--- config.mk ---
export PLATFORM = sky130hd
export DESIGN_NAME = trapezoidal_motion_profile_unit
export DESIGN_NICKNAME = d
export VERILOG_FILES = /design/src/hw/rtl/tmp_pkg.sv /design/src/hw/rtl/tmp_mul.sv /design/src/hw/rtl/tmp_seq.sv /design/src/hw/rtl/trapezoidal_motion_profile_unit.sv
export VERILOG_INCLUDE_DIRS = /design/src /design/src/hw/rtl
export SDC_FILE = /design/constraint.sdc
export NUM_CORES = 2
export LEC_CHECK = 0
export BUFFER_PORTS_ARGS = -buffer_cell sky130_fd_sc_hd__buf_2
export CORE_UTILIZATION = 49
export DETAILED_ROUTE_END_ITERATION = 8
export PLACE_DENSITY = 0.74
export SYNTH_ARGS = -nofsm -noshare
export SYNTH_HDL_FRONTEND = slang
export SYNTH_SLANG_ARGS = --single-unit
--- constraint.sdc ---
create_clock -name clk_i -period 17.47 [get_ports clk_i]
set_input_delay 2.6205 -clock clk_i [delete_from_list [all_inputs] [get_ports clk_i]]
set_output_delay 2.6205 -clock clk_i [all_outputs]
set_load 0.05 [all_outputs]
--- src/hw/rtl/trapezoidal_motion_profile_unit_assert.svh ---
// assertion macros shared by the motion profile rtl
`ifndef TRAPEZOIDAL_MOTION_PROFILE_UNIT_ASSERT_SVH
`define TRAPEZOIDAL_MOTION_PROFILE_UNIT_ASSERT_SVH

// same-cycle implication on clk_i, off during reset
`define TMP_ASSERT_IMP(lbl, ante, cons, msg) \
  lbl: assert property (@(posedge clk_i) disable iff (!rst_ni) (ante) |-> (cons)) \
    else $error(msg);

// next-cycle implication on clk_i, off during reset
`define TMP_ASSERT_NXT(lbl, ante, cons, msg) \
  lbl: assert property (@(posedge clk_i) disable iff (!rst_ni) (ante) |=> (cons)) \
    else $error(msg);

`endif

--- src/hw/rtl/tmp_pkg.sv ---
`default_nettype none

package tmp_pkg;

  localparam int unsigned POS_W    = 48;
  localparam int unsigned VEL_W    = 32;
  localparam int unsigned DT_W     = 16;
  localparam int unsigned ACC_W    = 24;
  localparam int unsigned LIM_W    = 31;
  localparam int unsigned DIV_W    = ACC_W + 1;
  localparam int unsigned MUL_W    = 31;
  localparam int unsigned PROD_W   = 2 * MUL_W;
  localparam int unsigned STEP_W   = ACC_W + DT_W - 4;
  localparam int unsigned SPLIT_W  = 23;
  localparam int unsigned DIFF_W   = POS_W + 1;
  localparam int unsigned VSUM_W   = STEP_W + 2;
  localparam int unsigned CFG_IDX_W = 1;
  localparam int unsigned IN_TDATA_W  = DT_W + POS_W + VEL_W;
  localparam int unsigned OUT_TDATA_W = POS_W + VEL_W;

  localparam logic [ACC_W-1:0] ACC_RESET = 24'd1000;
  localparam logic [LIM_W-1:0] LIM_RESET = 31'd65536000;

  localparam logic signed [POS_W-1:0] POS_MAX = {1'b0, {(POS_W-1){1'b1}}};
  localparam logic signed [POS_W-1:0] POS_MIN = {1'b1, {(POS_W-1){1'b0}}};

  typedef enum logic [CFG_IDX_W-1:0] {
    CFG_ACCEL = 1'b0,
    CFG_SPEED = 1'b1
  } cfg_idx_e;

  typedef enum logic [10:0] {
    ST_IDLE = 11'b000_0000_0001,
    ST_STEP = 11'b000_0000_0010,
    ST_SQ   = 11'b000_0000_0100,
    ST_PA   = 11'b000_0000_1000,
    ST_PB   = 11'b000_0001_0000,
    ST_CMP  = 11'b000_0010_0000,
    ST_VEL  = 11'b000_0100_0000,
    ST_ABS  = 11'b000_1000_0000,
    ST_DX   = 11'b001_0000_0000,
    ST_POS  = 11'b010_0000_0000,
    ST_FIN  = 11'b100_0000_0000
  } state_e;

  typedef enum logic [2:0] {
    MS_ACC_DT = 3'd0,
    MS_V_SQ   = 3'd1,
    MS_AD_HI  = 3'd2,
    MS_AD_LO  = 3'd3,
    MS_V_DT   = 3'd4
  } mul_sel_e;

  typedef struct packed {
    state_e   st;
    mul_sel_e mul_sel;
    logic     take;
    logic     fin_load;
    logic     in_ready;
  } ctrl_t;

endpackage

`default_nettype wire

--- src/hw/rtl/tmp_mul.sv ---
`default_nettype none

module tmp_mul (
  input  logic                       clk_i,
  input  logic [tmp_pkg::MUL_W-1:0]  a_i,
  input  logic [tmp_pkg::MUL_W-1:0]  b_i,
  output logic [tmp_pkg::PROD_W-1:0] p_o
);
  import tmp_pkg::*;

  logic [PROD_W-1:0] p_q;

  always_ff @(posedge clk_i) begin
    p_q <= PROD_W'(a_i) * PROD_W'(b_i);
  end

  assign p_o = p_q;

endmodule

`default_nettype wire

--- src/hw/rtl/tmp_seq.sv ---
`default_nettype none
`include "trapezoidal_motion_profile_unit_assert.svh"

module tmp_seq (
  input  logic           clk_i,
  input  logic           rst_ni,
  input  logic           in_valid_i,
  input  logic           dt_zero_i,
  input  logic           vmode_i,
  input  logic           out_free_i,
  output tmp_pkg::ctrl_t ctrl_o
);
  import tmp_pkg::*;

  state_e st_q, st_d;

  always_comb begin
    st_d = st_q;
    case (st_q)
      ST_IDLE: begin
        if (in_valid_i) begin
          st_d = dt_zero_i ? ST_FIN : ST_STEP;
        end
      end
      ST_STEP: st_d = ST_SQ;
      ST_SQ:   st_d = vmode_i ? ST_CMP : ST_PA;
      ST_PA:   st_d = ST_PB;
      ST_PB:   st_d = ST_CMP;
      ST_CMP:  st_d = ST_VEL;
      ST_VEL:  st_d = ST_ABS;
      ST_ABS:  st_d = ST_DX;
      ST_DX:   st_d = ST_POS;
      ST_POS:  st_d = ST_FIN;
      ST_FIN: begin
        if (out_free_i) begin
          st_d = ST_IDLE;
        end
      end
      default: st_d = ST_IDLE;
    endcase
  end

  always_ff @(posedge clk_i or negedge rst_ni) begin
    if (!rst_ni) begin
      st_q <= ST_IDLE;
    end else begin
      st_q <= st_d;
    end
  end

  always_comb begin
    ctrl_o.st       = st_q;
    ctrl_o.in_ready = (st_q == ST_IDLE);
    ctrl_o.take     = (st_q == ST_IDLE) && in_valid_i;
    ctrl_o.fin_load = (st_q == ST_FIN) && out_free_i;
    case (st_q)
      ST_SQ:   ctrl_o.mul_sel = MS_V_SQ;
      ST_PA:   ctrl_o.mul_sel = MS_AD_HI;
      ST_PB:   ctrl_o.mul_sel = MS_AD_LO;
      ST_DX:   ctrl_o.mul_sel = MS_V_DT;
      default: ctrl_o.mul_sel = MS_ACC_DT;
    endcase
  end

  `TMP_ASSERT_NXT(a_vmode_skips_split, (st_q == ST_SQ) && vmode_i, st_q == ST_CMP, "velocity mode entered the stop test")
  `TMP_ASSERT_NXT(a_fin_returns_idle, (st_q == ST_FIN) && out_free_i, st_q == ST_IDLE, "result load did not end the tick")

endmodule

`default_nettype wire

--- src/hw/rtl/trapezoidal_motion_profile_unit.sv ---
// sequence: a tick runs from the input transfer through STEP, SQ, PA and PB (position mode only), CMP, VEL,
//   ABS, DX, POS and FIN, where the result loads into the output register once that register is free; a zero
//   time step goes straight to FIN. A new tick is taken only in IDLE, after the last result has loaded, as the
//   states pass in turn through the single shared 31x31 multiplier
// reset: position and velocity clear to zero, accel_limit 1000, speed_limit 65536000
`default_nettype none
`include "trapezoidal_motion_profile_unit_assert.svh"

module trapezoidal_motion_profile_unit (
  input  logic                            clk_i,
  input  logic                            rst_ni,
  input  logic                            cfg_we_i,
  input  logic [tmp_pkg::CFG_IDX_W-1:0]   cfg_idx_i,
  input  logic [tmp_pkg::LIM_W-1:0]       cfg_data_i,
  input  logic                            s_axis_tvalid,
  output logic                            s_axis_tready,
  // time_step, target_position, cruise_speed
  input  logic [tmp_pkg::IN_TDATA_W-1:0]  s_axis_tdata,
  // velocity_mode
  input  logic                            s_axis_tuser,
  output logic                            m_axis_tvalid,
  input  logic                            m_axis_tready,
  // position_out, velocity_out
  output logic [tmp_pkg::OUT_TDATA_W-1:0] m_axis_tdata,
  // arrived
  output logic                            m_axis_tuser
);
  import tmp_pkg::*;

  ctrl_t ctrl;

  logic [ACC_W-1:0] accel_q;
  logic [LIM_W-1:0] lim_q;

  logic signed [POS_W-1:0] pos_q;
  logic signed [VEL_W-1:0] vel_q;

  logic [DT_W-1:0]         dt_q;
  logic signed [POS_W-1:0] tgt_q;
  logic signed [VEL_W-1:0] cru_q;
  logic                    vm_q;
  logic                    dtz_q;

  logic signed [DIFF_W-1:0] d_q;
  logic [DIFF_W-1:0]        ad_q;
  logic [MUL_W-1:0]         av_q;
  logic [STEP_W-1:0]        step_q;
  logic [PROD_W-1:0]        sq_q;
  logic [POS_W-1:0]         hi_q;
  logic                     close_q;
  logic                     neg_q;
  logic signed [VEL_W-1:0]  vnew_q;
  logic [MUL_W-1:0]         vabs_q;
  logic signed [DIFF_W-1:0] next_q;

  logic                    out_valid_q;
  logic signed [POS_W-1:0] out_pos_q;
  logic signed [VEL_W-1:0] out_vel_q;
  logic                    out_arr_q;
  logic                    out_free;

  logic [MUL_W-1:0]  mul_a, mul_b;
  logic [PROD_W-1:0] prod;
  logic [DIV_W-1:0]  div;

  assign out_free = !out_valid_q || m_axis_tready;

  tmp_seq u_seq (
    .clk_i      (clk_i),
    .rst_ni     (rst_ni),
    .in_valid_i (s_axis_tvalid),
    .dt_zero_i  (s_axis_tdata[DT_W-1:0] == '0),
    .vmode_i    (vm_q),
    .out_free_i (out_free),
    .ctrl_o     (ctrl)
  );

  assign s_axis_tready = ctrl.in_ready;

  // configuration
  always_ff @(posedge clk_i or negedge rst_ni) begin
    if (!rst_ni) begin
      accel_q <= ACC_RESET;
      lim_q   <= LIM_RESET;
    end else if (cfg_we_i) begin
      case (cfg_idx_i)
        CFG_ACCEL: accel_q <= cfg_data_i[ACC_W-1:0];
        CFG_SPEED: lim_q   <= cfg_data_i;
        default: ;
      endcase
    end
  end

  // shared multiplier operands
  assign div = {((accel_q == '0) ? ACC_W'(1) : accel_q), 1'b0};

  always_comb begin
    case (ctrl.mul_sel)
      MS_V_SQ: begin
        mul_a = av_q;
        mul_b = av_q;
      end
      MS_AD_HI: begin
        mul_a = MUL_W'(ad_q[2*SPLIT_W-1:SPLIT_W]);
        mul_b = MUL_W'(div);
      end
      MS_AD_LO: begin
        mul_a = MUL_W'(ad_q[SPLIT_W-1:0]);
        mul_b = MUL_W'(div);
      end
      MS_V_DT: begin
        mul_a = vabs_q;
        mul_b = MUL_W'(dt_q);
      end
      default: begin
        mul_a = MUL_W'(accel_q);
        mul_b = MUL_W'(dt_q);
      end
    endcase
  end

  tmp_mul u_mul (
    .clk_i (clk_i),
    .a_i   (mul_a),
    .b_i   (mul_b),
    .p_o   (prod)
  );

  // datapath arithmetic per step
  logic [VEL_W-1:0]          vel_abs;
  logic signed [DIFF_W-1:0]  d_c;
  logic [DIFF_W-1:0]         ad_c;
  logic [POS_W+SPLIT_W-1:0]  prod_ad;
  logic                      near;
  logic signed [VEL_W:0]     dv;
  logic [VEL_W:0]            adv;
  logic                      dzero, d_neg, d_pos, v_neg, v_pos, opposing, brake;
  logic                      close_c, neg_c;
  logic signed [VSUM_W-1:0]  vel_x, step_x, cru_x, lim_x, vsum;
  logic signed [VEL_W-1:0]   vnew_c;
  logic [VEL_W-1:0]          vnew_abs;
  logic [MUL_W+DT_W-21:0]    mag;
  logic signed [DIFF_W-1:0]  pos_x, mag_x, next_c;
  logic signed [DIFF_W:0]    dn;
  logic                      snap;
  logic signed [POS_W-1:0]   next_sat, pos_new;
  logic signed [VEL_W-1:0]   vel_new;
  logic                      arr_new;

  always_comb begin
    vel_abs = vel_q[VEL_W-1] ? VEL_W'(-vel_q) : VEL_W'(vel_q);
    d_c     = $signed({tgt_q[POS_W-1], tgt_q}) - $signed({pos_q[POS_W-1], pos_q});
    ad_c    = d_q[DIFF_W-1] ? DIFF_W'(-d_q) : DIFF_W'(d_q);

    // stop test: |d| * 2a <= (v*v) >> 16
    prod_ad = {hi_q, {SPLIT_W{1'b0}}} + (POS_W+SPLIT_W)'(prod[POS_W-1:0]);
    near    = (ad_q[DIFF_W-1:2*SPLIT_W] == '0)
           && (prod_ad[POS_W+SPLIT_W-1:PROD_W-16] == '0)
           && (prod_ad[PROD_W-17:0] <= sq_q[PROD_W-1:16]);

    dv      = $signed({cru_q[VEL_W-1], cru_q}) - $signed({vel_q[VEL_W-1], vel_q});
    adv     = dv[VEL_W] ? (VEL_W+1)'(-dv) : (VEL_W+1)'(dv);
    close_c = vm_q && (STEP_W'(adv) <= step_q);

    dzero    = (d_q == '0);
    d_neg    = d_q[DIFF_W-1];
    d_pos    = !d_neg && !dzero;
    v_neg    = vel_q[VEL_W-1];
    v_pos    = !v_neg && (vel_q != '0);
    opposing = (d_pos && v_neg) || (d_neg && v_pos);
    brake    = !opposing && near;
    neg_c    = vm_q ? dv[VEL_W] : (brake ? d_pos : d_neg);

    vel_x  = VSUM_W'(vel_q);
    cru_x  = VSUM_W'(cru_q);
    step_x = $signed({2'b00, step_q});
    lim_x  = $signed({{(VSUM_W-LIM_W){1'b0}}, lim_q});
    vsum   = close_q ? cru_x : (neg_q ? (vel_x - step_x) : (vel_x + step_x));
    if (vsum > lim_x) begin
      vnew_c = VEL_W'(lim_x);
    end else if (vsum < -lim_x) begin
      vnew_c = VEL_W'(-lim_x);
    end else begin
      vnew_c = vsum[VEL_W-1:0];
    end

    vnew_abs = vnew_q[VEL_W-1] ? VEL_W'(-vnew_q) : VEL_W'(vnew_q);

    // truncation toward zero of v * dt / 2^20
    mag    = prod[MUL_W+DT_W-1:20];
    pos_x  = DIFF_W'(pos_q);
    mag_x  = $signed(DIFF_W'(mag));
    next_c = vnew_q[VEL_W-1] ? (pos_x - mag_x) : (pos_x + mag_x);

    dn       = $signed({{2{tgt_q[POS_W-1]}}, tgt_q}) - $signed({next_q[DIFF_W-1], next_q});
    snap     = !vm_q && (dzero || (dn == '0) || (d_q[DIFF_W-1] != dn[DIFF_W]));
    next_sat = (next_q[DIFF_W-1] != next_q[POS_W-1])
             ? (next_q[DIFF_W-1] ? POS_MIN : POS_MAX) : next_q[POS_W-1:0];

    if (dtz_q) begin
      pos_new = pos_q;
      vel_new = vel_q;
      arr_new = 1'b0;
    end else if (snap) begin
      pos_new = tgt_q;
      vel_new = '0;
      arr_new = 1'b1;
    end else begin
      pos_new = next_sat;
      vel_new = vnew_q;
      arr_new = 1'b0;
    end
  end

  always_ff @(posedge clk_i) begin
    if (ctrl.take) begin
      dt_q  <= s_axis_tdata[DT_W-1:0];
      tgt_q <= s_axis_tdata[DT_W+POS_W-1:DT_W];
      cru_q <= s_axis_tdata[IN_TDATA_W-1:DT_W+POS_W];
      vm_q  <= s_axis_tuser;
      dtz_q <= (s_axis_tdata[DT_W-1:0] == '0);
    end
    case (ctrl.st)
      ST_STEP: begin
        d_q  <= d_c;
        av_q <= vel_abs[MUL_W-1:0];
      end
      ST_SQ: begin
        step_q <= prod[STEP_W+3:4];
        ad_q   <= ad_c;
      end
      ST_PA:  sq_q   <= prod;
      ST_PB:  hi_q   <= prod[POS_W-1:0];
      ST_CMP: begin
        close_q <= close_c;
        neg_q   <= neg_c;
      end
      ST_VEL: vnew_q <= vnew_c;
      ST_ABS: vabs_q <= vnew_abs[MUL_W-1:0];
      ST_POS: next_q <= next_c;
      default: ;
    endcase
    if (ctrl.fin_load) begin
      out_pos_q <= pos_new;
      out_vel_q <= vel_new;
      out_arr_q <= arr_new;
    end
  end

  always_ff @(posedge clk_i or negedge rst_ni) begin
    if (!rst_ni) begin
      pos_q       <= '0;
      vel_q       <= '0;
      out_valid_q <= 1'b0;
    end else begin
      if (ctrl.fin_load) begin
        pos_q       <= pos_new;
        vel_q       <= vel_new;
        out_valid_q <= 1'b1;
      end else if (m_axis_tready) begin
        out_valid_q <= 1'b0;
      end
    end
  end

  assign m_axis_tvalid = out_valid_q;
  assign m_axis_tdata  = {out_vel_q, out_pos_q};
  assign m_axis_tuser  = out_arr_q;

  `TMP_ASSERT_NXT(a_busy_after_take, s_axis_tvalid && s_axis_tready, !s_axis_tready, "input taken while a tick is in work")
  `TMP_ASSERT_IMP(a_arrived_at_rest, out_valid_q && out_arr_q, out_vel_q == '0, "arrival reported with nonzero velocity")
  `TMP_ASSERT_IMP(a_state_matches_out, out_valid_q && (ctrl.st == ST_IDLE), (pos_q == out_pos_q) && (vel_q == out_vel_q), "held state differs from reported state")

endmodule

`default_nettype wire

== Yosys cells after proc, flatten, opt, wreduce, memory -nomap -nowiden ==
Index checks and enable logic that the tools add are counted.

* Flip-flop bits (word level): 777
* Bits of input ports: 134
* Output and inout bits: 83
* Logic and storage cells: 128

* $add $sub $neg: 13
* Multipliers: 1
* $lt $le $gt $ge: 4
* Equality and inequality tests: 19
* Muxes and demuxes: 29
* Bitwise logic cells: 1
* Reductions and logical operators: 33

{| class="wikitable"
|+ Operators with widths
! kind !! number
|-
| $mux W48 || 5
|-
| $pmux W31 S4 || 1
|-
| $pmux W11 S11 || 1
|-
| $mux W32 || 3
|-
| $mux W31 || 3
|-
| $mux W38 || 2
|-
| $add A71 B48 Y71 || 1
|-
| $mul A31 B31 Y62 || 1
|-
| $neg A31 Y31 || 2
|-
| $pmux W31 S2 || 1
|-
| $logic_not A50 Y1 || 1
|-
| $sub A48 B49 Y50 || 1
|-
| $add A48 B28 Y49 || 1
|-
| $logic_not A49 Y1 || 1
|-
| $mux W49 || 1
|-
| $neg A49 Y49 || 1
|-
| $sub A48 B28 Y49 || 1
|-
| $sub A48 B48 Y49 || 1
|-
| $le A46 B46 Y1 || 1
|-
| $add A32 B37 Y38 || 1
|-
| $gt A38 B32 Y1 || 1
|-
| $lt A38 B38 Y1 || 1
|-
| $neg A31 Y38 || 1
|-
| $sub A32 B37 Y38 || 1
|-
| 38 further kinds || 66
|}

== Longest topological paths before layout ==
* Word-level depth: 9
* Mapped depth: 42
* Gate-level depth less buffers: 39

== By module ==
A second synthesis with hierarchy kept.

* Cell total of the unflattened synthesis: 8822
* Area total of the unflattened synthesis: 83169.8 um^2

{| class="wikitable"
|+ Modules (own cells, without submodules)
! module !! times used !! cells an instance !! area an instance (um^2)
|-
| trapezoidal_motion_profile_unit || 1 || 5135 || 49672.6
|-
| tmp_mul || 1 || 3629 || 32865.3
|-
| tmp_seq || 1 || 58 || 631.9
|}

== Least setup slack after synthesis ==
Ideal clock, no wire load.

* Path type: reg2reg
* Start: reg u_seq.st_q[6]
* End: reg u_mul.p_q[52], in the netlist u_mul.p_o[52]
* Data arrival time: 12.159 ns
* Required time: 17.398 ns
* Path slack: 5.239 ns
* Cell stages (with the launch flop): 35
* Path buffers: 4
* Cells stage by stage: dfrtp_1 nor2_1 nand2_1 or3_1 nor4_1 and3b_1 clkbuf_1 clkbuf_1 clkbuf_1 a22o_1 clkbuf_1 nand2_1 fa_1 fa_1 inv_1 fa_1 fa_1 fa_1 fa_1 fa_1 inv_1 fa_1 inv_1 ha_1 a21o_1 a21o_1 a221oi_1 o21ai_0 a221o_1 a21o_1 a211oi_1 a21oi_1 or3_1 a21oi_1 xnor2_1

* Cells in the longest elaborated chain, start to end: 6
* Elaborated cells on any way between the ends: 13
* Classes of those cells: mul (1); eq/ne (8); mux (3); reduce/logical (1)

{| class="wikitable"
|+ Ends and longest elaborated chain
! element !! RTL line !! text
|-
| start, declared || tmp_seq.sv:15 || <nowiki>state_e st_q, st_d;</nowiki>
|-
| start signal, assigned || tmp_seq.sv:47 || <nowiki>st_q <= st_d;</nowiki>
|-
| $eq A11 B9 Y1, or another cell as far along || tmp_seq.sv:56 || <nowiki>case (st_q)</nowiki>
|-
| $pmux W3 S4 * || tmp_seq.sv:56 ||
|-
| $eq A3 B2 Y1 || trapezoidal_motion_profile_unit.sv:98 || <nowiki>case (ctrl.mul_sel)</nowiki>
|-
| $reduce_or A2 Y1 (no source line) || - ||
|-
| $pmux W31 S2 || trapezoidal_motion_profile_unit.sv:98 ||
|-
| $mul A31 B31 Y62 * || tmp_mul.sv:14 || <nowiki>p_q <= PROD_W'(a_i) * PROD_W'(b_i);</nowiki>
|-
| end signal, assigned || tmp_mul.sv:14 ||
|-
| end, declared || tmp_mul.sv:11 || <nowiki>logic [PROD_W-1:0] p_q;</nowiki>
|}

Mark *: on every way between the ends. The rest lies on a longest branch, timed or not.
A chain may end at the register's enable or synchronous reset.

== Worst setup path in the final report ==
* Start: reg u_seq.st_q[5]
* End: reg u_mul.p_q[55], in the netlist u_mul.p_o[55]

The elaborated chain is that of the path after synthesis.

==> metrics.yaml <==
outcome:
  status: "finished, violations left"
  violations: "DRC"
layout:
  layout.cells.most_common: "inv_1"
  syn2layout_area_growth_pct: 8.20
  fin_area_um2: 88300
  nNetsFinal: 10583
  layout-drive-gt1-share_pct: 8.18
  mostFrequentLayoutCells: "inv_1, fa_1, nand2_1"
  final_core_util_pct: 53.5
cts:
  cts-root-buf: "clkbuf_16"
  post_cts_buffers: 0
  htreeDepth: 3
  hold_buffers: 0
  cts.repair.resized: 0
  insertion_delay_ns: 0.73
  clkSinkCount: 761
  cts_tree: "done"
  clockBufferDepth: 3
  clk_pin_slew_worst_paths_ns: 0.06
  cts_buffers: 88
synthesis:
  synth_top_flop_cell: "edfxtp_1"
  synth.distinct_cells: 87
  synthCells: 8905
  synth_nets: 10531
  synth_area_per_cell_um2: 9.17
  netlist_area_um2: 81600
  synth_seq_cells: 761
  ys_seq_area_share_pct: 26.4
  synthArstFlopShare_pct: 19.3
  yosys_warnings: 0
  synth-edff-count: 552
critical_path:
  crit_required_ns: 18.07
  cp_max_fo: 71
  path_buf_inv: 6
  r2r-end: "u_mul.p_o[55]"
  crit_type: "reg -> reg"
  critical-path-max-stage-delay_ns: 1.06
  cpMaxStageDelayCell: "a21o_1"
  regToRegSetupSlack_ns: 4.42
  r2r-start: "u_seq.st_q[5]"
  cp_common_cell: "fa_1"
  crit_arrival_ns: 13.66
  r2r_cells: 36
  cp-start-kind: "flop"
  crit_family: "adder cells"
  worstSetupEndpointType: "flop"
floorplan:
  core_area_um2: 165000
  rows: 149
  io_pins: 217
  die-area_um2: 168000
  start_util_pct: 49.4
  die_h_um: 410
  die_w_um: 410
place:
  dpl_cell_area_um2: 85300
  gp_congestion: 1.01
  numPortBuffers: 216
  post-dp-hpwl_mm: 239
detailed_routing:
  drt_iter0_markers: 7654
  drt.antenna.violating_nets: 0
  wl_mm: 306
  via_count: 69044
  avgViaCountPerCell: 6.15
  drcViolationCount: 15
  drt_first_pass_iters: 9
  routedWlPerCell_um: 27.2
global_route:
  grt_pass1_vias: 68824
  grt_start_max_net_pins: 217
  grt_antenna_before_repair: 20
  gr-usage-all-layers_pct: 36.1
  grt_pass1_wl_mm: 448
  grt_overflow_total: 0
sta:
  clock-skew-final_ns: 0.0350
  post-route-min-period_ns: 13.05
  worst_pin_slew_ns: 1.41
  rsz0062_at_grt: "false"
  maxSlewHeadroom_pct: 5.68
  finalHoldViolations: 0
  period_share_pct: 74.7
  fmax_mhz: 76.6
  slew_violations: 0
  tns_ns: 0
  setup_violations: 0
min_path:
  hold_depth: 0
  hold_path_startpoint: "u_mul.p_o[0]"
  min_to: "hi_q[0]"
  hp-class: "reg -> reg"
flow_run:
  maxCapViolations: 0
## through the flow
step | setup WS, ns | hold slack [ns] | cells
global route | 3.84 | 0.474 | 11221
CTS | 4.49 | 0.453 | 11220
global placement | 4.76 | 0.420 | 11055
finish | 4.42 | 0.452 | 11227
detailed placement | 4.52 | 0.435 | 11055
floorplan | 5.24 | 0.386 | 8905
## worst max path at each step
stage                       start            end  slack (ns)  cells after the start
finish              u_seq.st_q[5]  u_mul.p_o[55]        4.42                     36
floorplan           u_seq.st_q[6]  u_mul.p_o[52]        5.24                     34
global placement    u_seq.st_q[5]  u_mul.p_o[57]        4.76                     34
detailed placement  u_seq.st_q[5]  u_mul.p_o[55]        4.52                     36
CTS                 u_seq.st_q[5]  u_mul.p_o[55]        4.49                     36
global route        u_seq.st_q[5]  u_mul.p_o[55]        3.84                     36
## metal layers
metal	wire (um)	up-vias	track usage [%]
met4	18800	16	19.2
li1	-	30225	-
met5	111	-	0
met1	116000	34071	45.6
met2	137000	3913	56.2
met3	34500	819	9.97
## synthesized netlist by cell type (78+ instances only)
cell type,n,area [um^2]
nor2_1,832,3120
xnor2_1,367,3210
xor2_1,97,850
clkbuf_1,383,1440
or3_1,78,488
nor3_1,121,606
nand3_1,145,726
inv_1,1270,4770
fa_1,842,16900
nand4_1,119,744
edfxtp_1,552,16600
nor2b_1,104,651
o21ai_0,367,1840
a21o_1,223,1670
ha_1,650,8130
dfrtp_1,134,3350
nand2_1,832,3120
a21oi_1,480,2400
## sequential cells by signal (all words and copies together) (netlist names), 32 cells and up
name and cells:
sq_q 46, hi_q 48, cru_q 32, pos_q 48
u_mul.p_o 62, ad_q 49, next_q 49, out_pos_q 48
step_q 36, out_vel_q 32, vnew_q 32, vel_q 32
tgt_q 48, d_q 49
## area by class of cell
class,instances,area (um^2)
diodes,6,15.0
clock buffers,107,2400
clock inverters,58,622
fillers,14883,76800
inverters,1273,4780
multi-input cells,6457,54000
flip-flops and latches,761,21500
well taps,2189,2740
repair buffers,376,2300
## logic make-up (layout without fill, tap and decap cells)
| group | after synthesis | in the layout | synth area share, % |
|---|---|---|---|
| adders and majority gates | 1492 | 1492 | 30.6 |
| buffers and inverters | 1687 | 1814 | 7.78 |
| other | 0 | 6 | 0 |
| AOI/OAI and AO/OA | 1775 | 1775 | 14.0 |
| muxes | 88 | 88 | 1.17 |
| xor gates and xnor gates | 464 | 464 | 4.98 |
| DFF | 761 | 761 | 26.4 |
| and+or+nand+nor | 2638 | 2638 | 15.1 |
Power is not shown: default switching activity piles up to over one toggle a cycle in this logic, so the estimate is an artifact.
